$ cat config.mk
export PLATFORM = sky130hd
export DESIGN_NAME = epoch_seconds_to_calendar_core
export DESIGN_NICKNAME = d
export VERILOG_FILES = /design/src/ep2cal_pkg.sv /design/src/epoch_seconds_to_calendar_core.sv
export SDC_FILE = /design/constraint.sdc
export NUM_CORES = 2
export LEC_CHECK = 0
export ABC_AREA = 1
export BUFFER_PORTS_ARGS = -buffer_cell sky130_fd_sc_hd__buf_4
export CELL_PAD_IN_SITES_DETAIL_PLACEMENT = 1
export CELL_PAD_IN_SITES_GLOBAL_PLACEMENT = 2
export CORE_MARGIN = 2
export CORE_UTILIZATION = 40
export CTS_BUF_LIST = sky130_fd_sc_hd__clkbuf_4
export CTS_CLUSTER_SIZE = 24
export DETAILED_ROUTE_END_ITERATION = 8
export PLACE_DENSITY = 0.83
export SETUP_SLACK_MARGIN = 0.3
export SLEW_MARGIN = 10
export SYNTH_ARGS = -nofsm -noshare
export SYNTH_HDL_FRONTEND = slang
export SYNTH_SLANG_ARGS = --single-unit
$ cat constraint.sdc
create_clock -name i_clk -period 13.96 [get_ports i_clk]
set_input_delay 2.094 -clock i_clk [delete_from_list [all_inputs] [get_ports i_clk]]
set_output_delay 2.094 -clock i_clk [all_outputs]
set_load 0.01 [all_outputs]
$ cat src/ep2cal_pkg.sv
// ----------------------------------------------------------------------------
// ep2cal_pkg: constants for the epoch seconds to calendar converter
// Calendar offsets, reciprocal multipliers for the constant divides, and the
// month start table of the date recovery.
// ----------------------------------------------------------------------------
package ep2cal_pkg;

    localparam int unsigned SECS_PER_DAY  = 86400;
    localparam int unsigned SECS_PER_HOUR = 3600;
    localparam int unsigned SECS_PER_MIN  = 60;

    // JDN at the epoch plus the Richards offset, folded into one add
    localparam int unsigned JDN_AT_EPOCH    = 2440588;
    localparam int unsigned RICHARDS_OFFSET = 32044;
    localparam int unsigned A_OFFSET        = JDN_AT_EPOCH + RICHARDS_OFFSET;

    localparam int unsigned DAYS_400Y = 146097;
    localparam int unsigned DAYS_4Y   = 1461;
    localparam int unsigned MON_DAYS5 = 153;

    // year - 4800 - 2000, only the low byte survives
    localparam int unsigned YEAR_TOTAL_OFFSET = 4800 + 2000;

    // JDN mod 7 = (days + JDN_AT_EPOCH) mod 7
    localparam int unsigned WEEK_OFFSET = JDN_AT_EPOCH % 7;

    // Exact reciprocals: m = ceil(2^s / d), s = input bits + ceil(log2 d)
    localparam int unsigned DAY_SH = 35;  // (secs >> 7) / 675, 25-bit input
    localparam int unsigned B_SH   = 42;  // (4a + 3) / 146097, 24-bit input
    localparam int unsigned HR_SH  = 21;  // (tod >> 4) / 225, 13-bit input
    localparam int unsigned WK_SH  = 19;  // days / 7, 16-bit input
    localparam int unsigned D_SH   = 31;  // (4c + 3) / 1461, 20-bit input
    localparam int unsigned MN_SH  = 14;  // (rem >> 2) / 15, 10-bit input
    localparam int unsigned M_SH   = 19;  // (5e + 2) / 153, 11-bit input

    localparam logic [25:0] M_DAY = 26'(((64'd1 << DAY_SH) + 64'd674) / 64'd675);
    localparam logic [24:0] M_B   = 25'(((64'd1 << B_SH) + 64'd146096) / 64'd146097);
    localparam logic [13:0] M_HR  = 14'(((64'd1 << HR_SH) + 64'd224) / 64'd225);
    localparam logic [16:0] M_WK  = 17'(((64'd1 << WK_SH) + 64'd6) / 64'd7);
    localparam logic [20:0] M_D   = 21'(((64'd1 << D_SH) + 64'd1460) / 64'd1461);
    localparam logic [10:0] M_MN  = 11'(((64'd1 << MN_SH) + 64'd14) / 64'd15);
    localparam logic [11:0] M_M   = 12'(((64'd1 << M_SH) + 64'd152) / 64'd153);

    localparam int unsigned N_STAGES = 8;

    // (153 * m + 2) / 5 for the shifted month index m (March = 0)
    function automatic logic [8:0] month_base(input logic [3:0] m);
        logic [8:0] v;
        case (m)
            4'd0:    v = 9'd0;
            4'd1:    v = 9'd31;
            4'd2:    v = 9'd61;
            4'd3:    v = 9'd92;
            4'd4:    v = 9'd122;
            4'd5:    v = 9'd153;
            4'd6:    v = 9'd184;
            4'd7:    v = 9'd214;
            4'd8:    v = 9'd245;
            4'd9:    v = 9'd275;
            4'd10:   v = 9'd306;
            4'd11:   v = 9'd337;
            default: v = 9'd0;
        endcase
        return v;
    endfunction

endpackage

$ cat src/epoch_seconds_to_calendar_core.sv
// Throughput: one word per cycle while i_stall is low; each stage holds one word and fills bubbles.
// Stage depth is set by one constant-reciprocal multiply or one subtract per stage.
// Reset (synchronous, active low) clears only the stage valid bits.
// ----------------------------------------------------------------------------
// epoch_seconds_to_calendar_core: Unix seconds to Gregorian date and time
// Eight-stage pipeline: day split, Julian day, Richards date recovery,
// weekday and time of day. All divides are exact reciprocal multiplies.
// ----------------------------------------------------------------------------
module epoch_seconds_to_calendar_core
    import ep2cal_pkg::*;
(
    input  logic        i_clk,
    input  logic        i_rst_n,
    // input channel
    input  logic        i_valid,
    output logic        o_stall,
    input  logic [31:0] i_epoch_seconds,
    // result channel
    output logic        o_valid,
    input  logic        i_stall,
    output logic [7:0]  o_year_offset,
    output logic [3:0]  o_month,
    output logic [4:0]  o_day_of_month,
    output logic [2:0]  o_weekday,
    output logic [4:0]  o_hour,
    output logic [5:0]  o_minute,
    output logic [5:0]  o_second
);

    // ------------------------------------------------------------------
    // Flow control: a stage loads when empty or when the next one loads.
    // ------------------------------------------------------------------
    logic [N_STAGES:1] r_vld;
    logic [N_STAGES:1] stg_rdy;

    always_comb begin
        stg_rdy[N_STAGES] = !r_vld[N_STAGES] || !i_stall;
        for (int k = N_STAGES - 1; k >= 1; k--) begin
            stg_rdy[k] = !r_vld[k] || stg_rdy[k+1];
        end
    end

    assign o_stall = !stg_rdy[1];
    assign o_valid = r_vld[N_STAGES];

    always_ff @(posedge i_clk) begin
        if (!i_rst_n) begin
            r_vld <= '0;
        end else begin
            if (stg_rdy[1]) begin
                r_vld[1] <= i_valid;
            end
            for (int k = 2; k <= N_STAGES; k++) begin
                if (stg_rdy[k]) begin
                    r_vld[k] <= r_vld[k-1];
                end
            end
        end
    end

    // ------------------------------------------------------------------
    // Stage 1: day quotient multiply. 86400 = 128 * 675.
    // ------------------------------------------------------------------
    logic [31:0] r1_secs;
    logic [50:0] r1_pday;

    always_ff @(posedge i_clk) begin
        if (stg_rdy[1]) begin
            r1_secs <= i_epoch_seconds;
            r1_pday <= 51'(i_epoch_seconds[31:7]) * 51'(M_DAY);
        end
    end

    // ------------------------------------------------------------------
    // Stage 2: day count and time of day
    // ------------------------------------------------------------------
    logic [15:0] s2_days;
    logic [16:0] s2_tod;
    logic [15:0] r2_days;
    logic [16:0] r2_tod;

    assign s2_days = r1_pday[DAY_SH +: 16];
    assign s2_tod  = 17'(r1_secs - 32'(s2_days) * 32'(SECS_PER_DAY));

    always_ff @(posedge i_clk) begin
        if (stg_rdy[2]) begin
            r2_days <= s2_days;
            r2_tod  <= s2_tod;
        end
    end

    // ------------------------------------------------------------------
    // Stage 3: Richards a, 400-year multiply, hour and weekday multiplies
    // ------------------------------------------------------------------
    logic [21:0] s3_a;
    logic [21:0] r3_a;
    logic [48:0] r3_pb;
    logic [26:0] r3_phr;
    logic [32:0] r3_pwk;
    logic [16:0] r3_tod;
    logic [15:0] r3_days;

    assign s3_a = 22'(32'(r2_days) + 32'(A_OFFSET));

    always_ff @(posedge i_clk) begin
        if (stg_rdy[3]) begin
            r3_a    <= s3_a;
            r3_pb   <= 49'({s3_a, 2'b11}) * 49'(M_B);     // 4a + 3
            r3_phr  <= 27'(r2_tod[16:4]) * 27'(M_HR);     // 3600 = 16 * 225
            r3_pwk  <= 33'(r2_days) * 33'(M_WK);
            r3_tod  <= r2_tod;
            r3_days <= r2_days;
        end
    end

    // ------------------------------------------------------------------
    // Stage 4: b, c, hour, seconds into the hour, weekday
    // ------------------------------------------------------------------
    logic [6:0]  s4_b;
    logic [23:0] s4_bprod;
    logic [17:0] s4_c;
    logic [4:0]  s4_hr;
    logic [11:0] s4_rem;
    logic [13:0] s4_q7;
    logic [3:0]  s4_r7;
    logic [3:0]  s4_wsum;
    logic [2:0]  s4_wd;

    assign s4_b     = r3_pb[B_SH +: 7];
    assign s4_bprod = 24'(s4_b) * 24'(DAYS_400Y);
    assign s4_c     = 18'(r3_a - 22'(s4_bprod >> 2));
    assign s4_hr    = r3_phr[HR_SH +: 5];
    assign s4_rem   = 12'(r3_tod - 17'(s4_hr) * 17'(SECS_PER_HOUR));
    assign s4_q7    = r3_pwk[WK_SH +: 14];
    assign s4_r7    = 4'(r3_days - 16'(s4_q7) * 16'd7);
    assign s4_wsum  = s4_r7 + 4'(WEEK_OFFSET);
    assign s4_wd    = (s4_wsum >= 4'd7) ? 3'(s4_wsum - 4'd7) : 3'(s4_wsum);

    logic [17:0] r4_c;
    logic [6:0]  r4_b;
    logic [4:0]  r4_hr;
    logic [11:0] r4_rem;
    logic [2:0]  r4_wd;

    always_ff @(posedge i_clk) begin
        if (stg_rdy[4]) begin
            r4_c   <= s4_c;
            r4_b   <= s4_b;
            r4_hr  <= s4_hr;
            r4_rem <= s4_rem;
            r4_wd  <= s4_wd;
        end
    end

    // ------------------------------------------------------------------
    // Stage 5: 4-year multiply and minute multiply (60 = 4 * 15)
    // ------------------------------------------------------------------
    logic [40:0] r5_pd;
    logic [20:0] r5_pmn;
    logic [17:0] r5_c;
    logic [6:0]  r5_b;
    logic [4:0]  r5_hr;
    logic [11:0] r5_rem;
    logic [2:0]  r5_wd;

    always_ff @(posedge i_clk) begin
        if (stg_rdy[5]) begin
            r5_pd  <= 41'({r4_c, 2'b11}) * 41'(M_D);       // 4c + 3
            r5_pmn <= 21'(r4_rem[11:2]) * 21'(M_MN);
            r5_c   <= r4_c;
            r5_b   <= r4_b;
            r5_hr  <= r4_hr;
            r5_rem <= r4_rem;
            r5_wd  <= r4_wd;
        end
    end

    // ------------------------------------------------------------------
    // Stage 6: d, e, partial year, minute and second
    // ------------------------------------------------------------------
    logic [8:0]  s6_d;
    logic [20:0] s6_dprod;
    logic [8:0]  s6_e;
    logic [5:0]  s6_mn;
    logic [5:0]  s6_sc;
    logic [12:0] s6_ybd;

    assign s6_d     = r5_pd[D_SH +: 9];
    assign s6_dprod = 21'(s6_d) * 21'(DAYS_4Y);
    assign s6_e     = 9'(r5_c - 18'(s6_dprod >> 2));
    assign s6_mn    = r5_pmn[MN_SH +: 6];
    assign s6_sc    = 6'(r5_rem - 12'(s6_mn) * 12'(SECS_PER_MIN));
    assign s6_ybd   = 13'(r5_b) * 13'd100 + 13'(s6_d);

    logic [8:0]  r6_e;
    logic [12:0] r6_ybd;
    logic [4:0]  r6_hr;
    logic [5:0]  r6_mn;
    logic [5:0]  r6_sc;
    logic [2:0]  r6_wd;

    always_ff @(posedge i_clk) begin
        if (stg_rdy[6]) begin
            r6_e   <= s6_e;
            r6_ybd <= s6_ybd;
            r6_hr  <= r5_hr;
            r6_mn  <= s6_mn;
            r6_sc  <= s6_sc;
            r6_wd  <= r5_wd;
        end
    end

    // ------------------------------------------------------------------
    // Stage 7: month index multiply
    // ------------------------------------------------------------------
    logic [10:0] s7_xm;
    logic [22:0] r7_pm;
    logic [8:0]  r7_e;
    logic [12:0] r7_ybd;
    logic [4:0]  r7_hr;
    logic [5:0]  r7_mn;
    logic [5:0]  r7_sc;
    logic [2:0]  r7_wd;

    assign s7_xm = 11'(r6_e) * 11'd5 + 11'd2;

    always_ff @(posedge i_clk) begin
        if (stg_rdy[7]) begin
            r7_pm  <= 23'(s7_xm) * 23'(M_M);
            r7_e   <= r6_e;
            r7_ybd <= r6_ybd;
            r7_hr  <= r6_hr;
            r7_mn  <= r6_mn;
            r7_sc  <= r6_sc;
            r7_wd  <= r6_wd;
        end
    end

    // ------------------------------------------------------------------
    // Stage 8 (output register): month, day of month, year offset.
    // Index m counts from March; Jan and Feb (m >= 10) roll into next year.
    // ------------------------------------------------------------------
    logic [3:0] s8_m;
    logic       s8_hi;
    logic [8:0] s8_base;
    logic [4:0] s8_mday;
    logic [3:0] s8_mon;
    logic [7:0] s8_yr;

    assign s8_m    = r7_pm[M_SH +: 4];
    assign s8_hi   = (s8_m >= 4'd10);
    assign s8_base = month_base(s8_m);
    assign s8_mday = 5'(r7_e - s8_base + 9'd1);
    assign s8_mon  = s8_hi ? (s8_m - 4'd9) : (s8_m + 4'd3);
    assign s8_yr   = r7_ybd[7:0] + {7'd0, s8_hi} - 8'(YEAR_TOTAL_OFFSET);

    logic [7:0] r8_yr;
    logic [3:0] r8_mon;
    logic [4:0] r8_mday;
    logic [2:0] r8_wd;
    logic [4:0] r8_hr;
    logic [5:0] r8_mn;
    logic [5:0] r8_sc;

    always_ff @(posedge i_clk) begin
        if (stg_rdy[8]) begin
            r8_yr   <= s8_yr;
            r8_mon  <= s8_mon;
            r8_mday <= s8_mday;
            r8_wd   <= r7_wd;
            r8_hr   <= r7_hr;
            r8_mn   <= r7_mn;
            r8_sc   <= r7_sc;
        end
    end

    assign o_year_offset  = r8_yr;
    assign o_month        = r8_mon;
    assign o_day_of_month = r8_mday;
    assign o_weekday      = r8_wd;
    assign o_hour         = r8_hr;
    assign o_minute       = r8_mn;
    assign o_second       = r8_sc;

endmodule
==> metrics.log <==
INFO  metric status = finished clean
INFO  metric gpl.final_weighted_congestion = 0.894
INFO  metric hold_class = reg -> reg
INFO  metric cts.sink_count = around 330
INFO  metric vias_per_cell = 4.93
INFO  metric layout_min_cycle_time = 8.89 ns
INFO  metric ys_ff_latch = 325
INFO  metric main_flop_type_after_synthesis = sky130_fd_sc_hd__edfxtp_1
INFO  metric layout_worst_path_cycle_share = 0.637
INFO  metric ctsHtreeMaxLevel = 3
INFO  metric final-hold-violation-count = 0
INFO  metric number_of_remaining_drc_errors = 0
INFO  metric die-width = 364 um
INFO  metric ys_types = 43
INFO  metric area.growth.synth_to_final = 7.62%
INFO  metric worstPathMaxFanout = 11
INFO  metric placeableCoreArea = between 100000 and 150000 um2
INFO  metric grt_antenna_before_repair = 9
INFO  metric vias = 36.9k
INFO  metric initial_utilization = 0.402
INFO  metric max-clock-path-buffers = 3
INFO  metric slew_headroom = 0.161
INFO  metric path_class = reg -> reg
INFO  metric clock_skew = 0.127 ns
INFO  metric clkTransAtPathRegs = 0.07 ns
INFO  metric fp-row-count = approximately 130
INFO  metric critical_path.slowest_cell = sky130_fd_sc_hd__edfxtp_1
INFO  metric drv_slew = 0
INFO  metric final_design_area_excluding_fillers = 55800 um2
INFO  metric tritonroute_pass_1_iters = 5
INFO  metric setup_viols_final = 0
INFO  metric async_flop_share = 0
INFO  metric drt_iter0_drcs = 1535
INFO  metric syn_avg_cell_area = 9.45 um2
INFO  metric fin_setup_tns = 0 ns
INFO  metric synthesis.area = about 52000 um2
INFO  metric synth_cells = roughly 5.5k
INFO  metric drive_gt1_frac = 0.0422
INFO  metric insertion_delay = around 0.93 ns
INFO  metric largest_net_degree_at_the_start_of_global_routing = 50
INFO  metric fp.dieH = 364 um
INFO  metric timing.max_cap.violations = 0
INFO  metric wirelength = approximately 140 mm
INFO  metric crit_path_end_kind = flop
INFO  metric critical_path.startpoint_type = flop
INFO  metric die_area = between 100000 and 150000 um2
INFO  metric via_count_of_the_first_global_routing_pass = about 41k
INFO  metric postPlaceCellArea = approximately 55000 um2
INFO  metric io_buffers = 74
INFO  metric critical_path.most_common_cell = sky130_fd_sc_hd__nand2_1
INFO  metric antenna_left = 0
INFO  metric numCtsBuffers = 85
INFO  metric cts-resized-gates = 0
INFO  metric layout_commonest_cell = sky130_fd_sc_hd__inv_1
INFO  metric grt_pass1_wl = 228 mm
INFO  metric layout.cells.most_common_list = 1490 x sky130_fd_sc_hd__inv_1, 1149 x sky130_fd_sc_hd__ha_1, 640 x sky130_fd_sc_hd__fa_1
INFO  metric seq_area_frac_synth = 0.186
INFO  metric hpwlAfterDp = 128 mm
INFO  metric finalNetCount = 7487
INFO  metric clockRootBuffer = sky130_fd_sc_hd__clkbuf_4
INFO  metric max_incr_delay_on_cp = 0.58 ns
INFO  metric grt_usage = 0.222
INFO  metric tightestPinTransition = 1.25 ns
INFO  metric synth_enable_flop_cells = 312
INFO  metric drt_wl_cell = 19.3 um
INFO  metric rsz0062_at_grt = false
INFO  metric cts_tree = yes
INFO  metric grt_overflow = 0
INFO  metric boundaryPins = 75
INFO  metric postSynthNetCount = approximately 7.3k
INFO  metric cts_setup_buffers = 0
INFO  metric maxClockFrequency = 113 MHz
INFO  metric postCtsHoldBufs = 0
INFO  metric critical_path_at = ~9.5 ns
INFO  metric worst_path_required = 14.54 ns
INFO  metric synth-warning-count = 0
[sequential cells by signal (all words and copies together), names as in the netlist, 7 cells and up]
register,count
r3_a,18
r1_secs,17
r5_pd,11
r7_ybd,8
r4_c,18
r2_days,16
r4_rem,12
r1_pday,16
r3_tod,9
r2_tod,17
r6_e,9
r5_pmn,8
r5_c,7
r6_ybd,8
r_vld,8
o_year_offset,8
r3_pb,7
r3_phr,8
[stage by stage]
step / std cells / utilization / hold WS (ns) / worst slack, ns
final: 7479 / 0.432 / 0.300 / 5.07
after global routing: 7478 / 0.432 / 0.321 / 4.59
after CTS: 7473 / 0.432 / 0.273 / 5.09
after detailed placement: 7317 / 0.424 / 0.406 / 5.09
after global placement: 7317 / 0.424 / 0.401 / 5.42
after floorplan: 5490 / - / 0.400 / 6.36
[cell usage after synthesis, drive strengths merged, types with 3 or more instances]
master  number  area, um2
nand3      148        746
or2          9       56.3
nand2      635       2390
nor3        45        225
nand3b       5       37.5
a31oi       15       93.8
o21ai      160        801
a21boi      10       75.1
xnor2       68        596
ha        1149      14400
edfxtp     312       9370
fa         640      12800
nand4       32        200
a21oi      260       1300
o21a         7       52.6
nor4        16        106
inv       1496       5620
o31ai        6       45.0
o21bai      22        165
xor2       122       1070
a21o        34        255
nor2       257       1010
a211oi       8       60.1
and3         3       18.8
o211ai       8       60.1
dfxtp       13        260
[final cells by class]
type	count	area [um2]
sequential	325	9630
inverter	1496	5620
clock inverter	49	320
antenna	6	15.0
tap	1742	2180
multi-input combinational	3669	36600
fill	15100	73300
clock buffer	107	803
timing repair buffer	85	638
[worst max-delay path: cells and delay by family (launching register included)]
family          cells  cell delay [ns]
buf+inv             7             1.04
simple gates       14             1.96
compound gates      5             0.90
flops               1             0.58
fa+ha+maj           9             4.13
[logic make-up (layout without fill, tap and decap cells)]
logic type	after synthesis	in the layout	synth area share
AOI/OAI and AO/OA	536	536	0.0571
xor gates and xnor gates	190	190	0.0321
adders and majority gates	1789	1789	0.524
buffers and inverters	1496	1737	0.108
DFF	325	325	0.186
muxes	1	1	0.000193
other	0	6	0
and+or+nand+nor	1153	1153	0.0928
[final timing paths]
| kind | from | end | slack, ns | cells after the start |
|---|---|---|---|---|
| max | r2_days[3] | r3_pb[46] | 5.07 | 35 |
| min | r5_rem[0] | r6_sc[0] | 0.30 | 0 |
| max reg2reg | r2_days[3] | r3_pb[46] | 5.07 | 35 |
| min reg2reg | r5_rem[0] | r6_sc[0] | 0.30 | 0 |
[metal layers]
metal,vias to the layer above,global-route usage,routed length [um]
met5,-,0,16
met4,2,0.0590,3630
met3,159,0.0262,5330
met2,559,0.384,69700
met1,18400,0.295,65800
li1,17800,-,-
Power is not shown: default switching activity piles up to over one toggle a cycle in this logic, so the estimate is an artifact.
